### config.mk
export PLATFORM = sky130hd
export DESIGN_NAME = lrs_cell
export DESIGN_NICKNAME = d
export VERILOG_FILES = /design/src/hdl/lrs_pkg.sv /design/src/hdl/lrs_cell.sv
export SDC_FILE = /design/constraint.sdc
export NUM_CORES = 1
export LEC_CHECK = 0
export BUFFER_PORTS_ARGS = -buffer_cell sky130_fd_sc_hd__buf_2
export CORE_ASPECT_RATIO = 0.9
export CORE_UTILIZATION = 37
export CTS_BUF_LIST = sky130_fd_sc_hd__clkbuf_2
export DETAILED_ROUTE_END_ITERATION = 7
export HOLD_SLACK_MARGIN = 0.12
export PLACE_DENSITY = 0.84
export SLEW_MARGIN = 20
export SYNTH_ARGS = -nofsm -noshare
export SYNTH_HDL_FRONTEND = slang
export SYNTH_SLANG_ARGS = --single-unit
### constraint.sdc
create_clock -name clk -period 0.8 [get_ports clk]
set_input_delay 0.16 -clock clk [delete_from_list [all_inputs] [get_ports clk]]
set_output_delay 0.16 -clock clk [all_outputs]
set_load 0.05 [all_outputs]
### src/hdl/lrs_pkg.sv
`timescale 1ns / 1ps
`default_nettype none

package lrs_pkg;

	localparam int CHANNELS    = 256;
	localparam int QUEUE_DEPTH = 1023;

	localparam int ID_W   = 8;
	localparam int RTT_W  = 32;
	localparam int PKT_W  = 10;
	localparam int CHAN_W = $clog2(CHANNELS);
	localparam int CNT_W  = $clog2(QUEUE_DEPTH + 1);
	localparam int SUM_W  = ((CNT_W > PKT_W) ? CNT_W : PKT_W) + 1;

	typedef enum logic [1:0] {
		CMD_ENQ    = 2'd0,
		CMD_UPDATE = 2'd1,
		CMD_DEAD   = 2'd2,
		CMD_SCHED  = 2'd3
	} cmd_t;

	typedef enum logic [1:0] {
		CLS_CTRL = 2'd0,
		CLS_UND  = 2'd1,
		CLS_CLO  = 2'd2,
		CLS_OUT  = 2'd3
	} class_t;

	typedef enum logic [2:0] {
		ST_ACCEPTED = 3'd0,
		ST_SENT     = 3'd1,
		ST_EMPTY    = 3'd2,
		ST_NO_CHAN  = 3'd3,
		ST_SAT      = 3'd4
	} status_t;

	typedef enum logic [1:0] {
		S_IDLE = 2'd0,
		S_SCAN = 2'd1,
		S_DONE = 2'd2
	} state_t;

	typedef struct packed {
		logic             alive;
		logic             space;
		logic [RTT_W-1:0] rtt;
	} entry_t;

	typedef struct packed {
		logic shift;
		logic upd;
		logic dead;
	} cell_ctrl_t;

	typedef struct packed {
		logic [CNT_W-1:0] value;
		logic             ovf;
	} sat_t;

	function automatic sat_t add_sat(input logic [CNT_W-1:0] c, input logic [PKT_W-1:0] n);
		logic [SUM_W-1:0] sum;
		sat_t             r;
		sum = SUM_W'(c) + SUM_W'(n);
		if (sum > SUM_W'(QUEUE_DEPTH)) begin
			r.value = CNT_W'(QUEUE_DEPTH);
			r.ovf   = 1'b1;
		end else begin
			r.value = sum[CNT_W-1:0];
			r.ovf   = 1'b0;
		end
		return r;
	endfunction

endpackage

`default_nettype wire

### src/hdl/lrs_cell.sv
`timescale 1ns / 1ps
`default_nettype none

module lrs_cell
	import lrs_pkg::*;
(
	input  wire logic             clk,
	input  wire logic             arst_n,
	input  wire logic [ID_W-1:0]  index,
	input  wire cell_ctrl_t       ctrl,
	input  wire logic [ID_W-1:0]  chan_id,
	input  wire logic [RTT_W-1:0] rtt,
	input  wire logic             has_space,
	input  wire entry_t           nxt,
	output entry_t                ent,
	output logic                  hit_alive
);

	logic             alive_q;
	logic             space_q;
	logic [RTT_W-1:0] rtt_q;
	logic             hit;

	assign hit       = (chan_id == index);
	assign hit_alive = hit && alive_q;

	assign ent.alive = alive_q;
	assign ent.space = space_q;
	assign ent.rtt   = rtt_q;

	always_ff @(posedge clk or negedge arst_n) begin
		if (!arst_n) begin
			alive_q <= 1'b0;
			space_q <= 1'b0;
		end else if (ctrl.shift) begin
			alive_q <= nxt.alive;
			space_q <= nxt.space;
		end else if (hit && ctrl.upd) begin
			alive_q <= 1'b1;
			space_q <= has_space;
		end else if (hit && ctrl.dead) begin
			alive_q <= 1'b0;
			space_q <= 1'b0;
		end
	end

	always_ff @(posedge clk) begin
		if (ctrl.shift) begin
			rtt_q <= nxt.rtt;
		end else if (hit && ctrl.upd) begin
			rtt_q <= rtt;
		end
	end

endmodule

`default_nettype wire

==> results.ini <==
[floorplanning]
initial_core_util=0.387
core_area_mm2=0.00407
io_pins=123
dieArea_mm2=0.00452
die_h_um=63.9
die_x_um=70.8
core.rowCount=22

[sta]
max_freq_mhz=787
maxSlewHeadroom=0.889
fin_ws_ps=-471
hold_violations=0
rsz0062_at_grt=true
fin_crit_ps=1270
finalClockSkew_ps=0
drv_slew=0
post-route-period-util=1.59
whs_ps=79.0
setup_violations=69
worstMarginPinSlew_ps=166

[setup_path]
crit_type=reg -> out
cp_max_fo=2
slowest_stage=dfrtp_1
crit_required_ps=640
cp_slowest_stage_delay_ps=390
r2r_slack_ps=-190
end_kind=primary output
crit_chain=inv_1, nor3_2, buf_6
crit_arrival_ps=1110
cp-start-kind=flip-flop

[routing]
viasPerCell=4.85
dr.pass1.iters=6
drt_iter0_markers=99
drcViolationCount=24
wl_per_cell_um=15.8
num_vias=1388
routed_wl_mm=4.51
drt.antenna.violating_nets=0

[logic_synthesis]
synth_nets=184
ys_top_cells_by_area=edfxtp_1, mux2_2, xnor2_1
synth_cell_type_count=17
ys_top_cells_by_count=edfxtp_1, mux2_2, xnor2_1
synth_top_area_share=0.610
ys.flop_type=edfxtp_1
synth_cells=96
seq_area_frac_synth=0.642
synth_edf_count=32
synth_top_area_cell=edfxtp_1
synth_seq_cells=34
ys_async_sr_fraction=0.0588
syn_area_per_cell_um2=16.4
synth.cell_area_mm2=0.00158
yosys_warnings=0

[power_and_ir_drop]
netSwitchingPower_w=0.00152
swShare=0.321
p_int_w=0.00320
clkPwrFrac=0.157
ir_worst_vdd_mv=0.776
power_frac_seq=0.470
leakagePower_nw=1.41
cellPowerDensity_mw_per_mm2=1590
p_comb_frac=0.372

[status]
status=finished with violations
failed_checks=design-rule violations, negative setup slack

[clock_tree]
cts_tree=built
cts.sinks=34
clock_latency_ps=350
hold_buffers=3
root_buffer=clkbuf_2
cts_buffers=5
cts_buffer_depth=2
htree_levels=2
clkSlewWorstSetupHoldPaths_ps=160

[global_route]
first_global_vias=1400
grt_overflow=0
track_usage=0.200
antenna_found_initial=0
grt_max_degree=20
grt_pass1_wl_mm=6.60

[final_layout]
final_cells=286
postLayoutCellArea_mm2=0.00297
fill_cells=262
diodes=0
multi_input_area_um2=687
fin_nets=325
drive_gt1_frac=0.786
area_growth_pct=88.8
seqCellArea_mm2=0.00101

[placement]
port_buffers=122
place_area_mm2=0.00247
dp.cells=268
gp_congestion=0.760
pre_cts_ws_ps=-661

[worst_hold_path]
hp-class=in -> reg

[flow_run]
max_cap_violations=0

==> power groups by stage <==
stage	registers (W)	logic [W]	clock network, W
after global routing	0.00223	0.00183	0.000853
after floorplan	0.00278	0.000423	0
final	0.00222	0.00176	0.000742
after CTS	0.00222	0.00173	0.000777
after detailed placement	0.00222	0.00142	0
after global placement	0.00221	0.00140	0
==> cells in the final DEF, fill, tap and decap left out, types with 2 or more instances in the layout <==
master         Yosys  layout
buf_2              4      75
buf_6              0      45
edfxtp_1          32      32
mux2_4             0      24
mux2_2            32       8
buf_4              2       7
xnor2_2            0       6
clkbuf_2           0       6
buf_12             0       5
inv_1              4       4
dlygate4sd3_1      0       3
buf_8              0       3
nand4_1            2       2
dfrtp_1            2       2
==> repair_timing <==
item | in CTS | in global routing
resized for setup | 84 | 11
pin swaps | 4 | 5
cloned | 2 | 1
hold endpoints to repair | 36 | 33
endpoints found under the setup margin | 69 | 69
buffers inserted | 5 | 1
==> kinds of logic after synthesis <==
family,after synthesis,synth area share
and+or+nand+nor,8,0.0286
xor gates and xnor gates,8,0.0445
buffers and inverters,10,0.0318
AOI/OAI and AO/OA,4,0.0246
DFF,34,0.642
muxes,32,0.229
==> sequential cells by signal, summed over array words and instances (netlist names) <==
name,flops
rtt_q,32
space_q,1
alive_q,1
==> worst max-delay path: cells and delay by family, from the launching register on <==
family	cells	cell delay, ps
DFF	1	390
buffers and inverters	2	230
and+or+nand+nor	1	130
==> routing by layer <==
metal  up-vias  global-route usage  wire length [um]
li1        641                   -                 -
met1       624               0.184              1570
met2       100               0.363              2290
met3        23              0.0804               423
met4         0               0.133               227
met5         -                   0                 0
==> area by class of cell <==
type                    count  share of cell area
repair buffers            140               0.391
flip-flops and latches     34               0.340
multi-input cells          52               0.231
well taps                  48              0.0202
clock buffers               6              0.0101
inverters                   4             0.00505
clock inverters             2             0.00294
==> worst paths after layout <==
| check | start | end | cells past startpoint |
|---|---|---|---|
| max | alive_q | hit_alive | 3 |
| min | has_space | space_q | 2 |
| max reg2reg | alive_q | alive_q | 3 |
| min reg2reg | space_q | space_q | 2 |
| max in group asynchronous | arst_n | space_q | 3 |
| min in group asynchronous | arst_n | alive_q | 3 |
==> through the flow <==
stage | setup TNS, ps | utilization | power [W]
floorplan | -25920 | - | 0.00320
global placement | -29440 | 0.606 | 0.00361
detailed placement | -31890 | 0.606 | 0.00364
CTS | -23520 | 0.721 | 0.00473
global route | -27620 | 0.730 | 0.00491
finish | -24220 | 0.730 | 0.00472
Note: power is estimated with default switching activity, not from simulation.
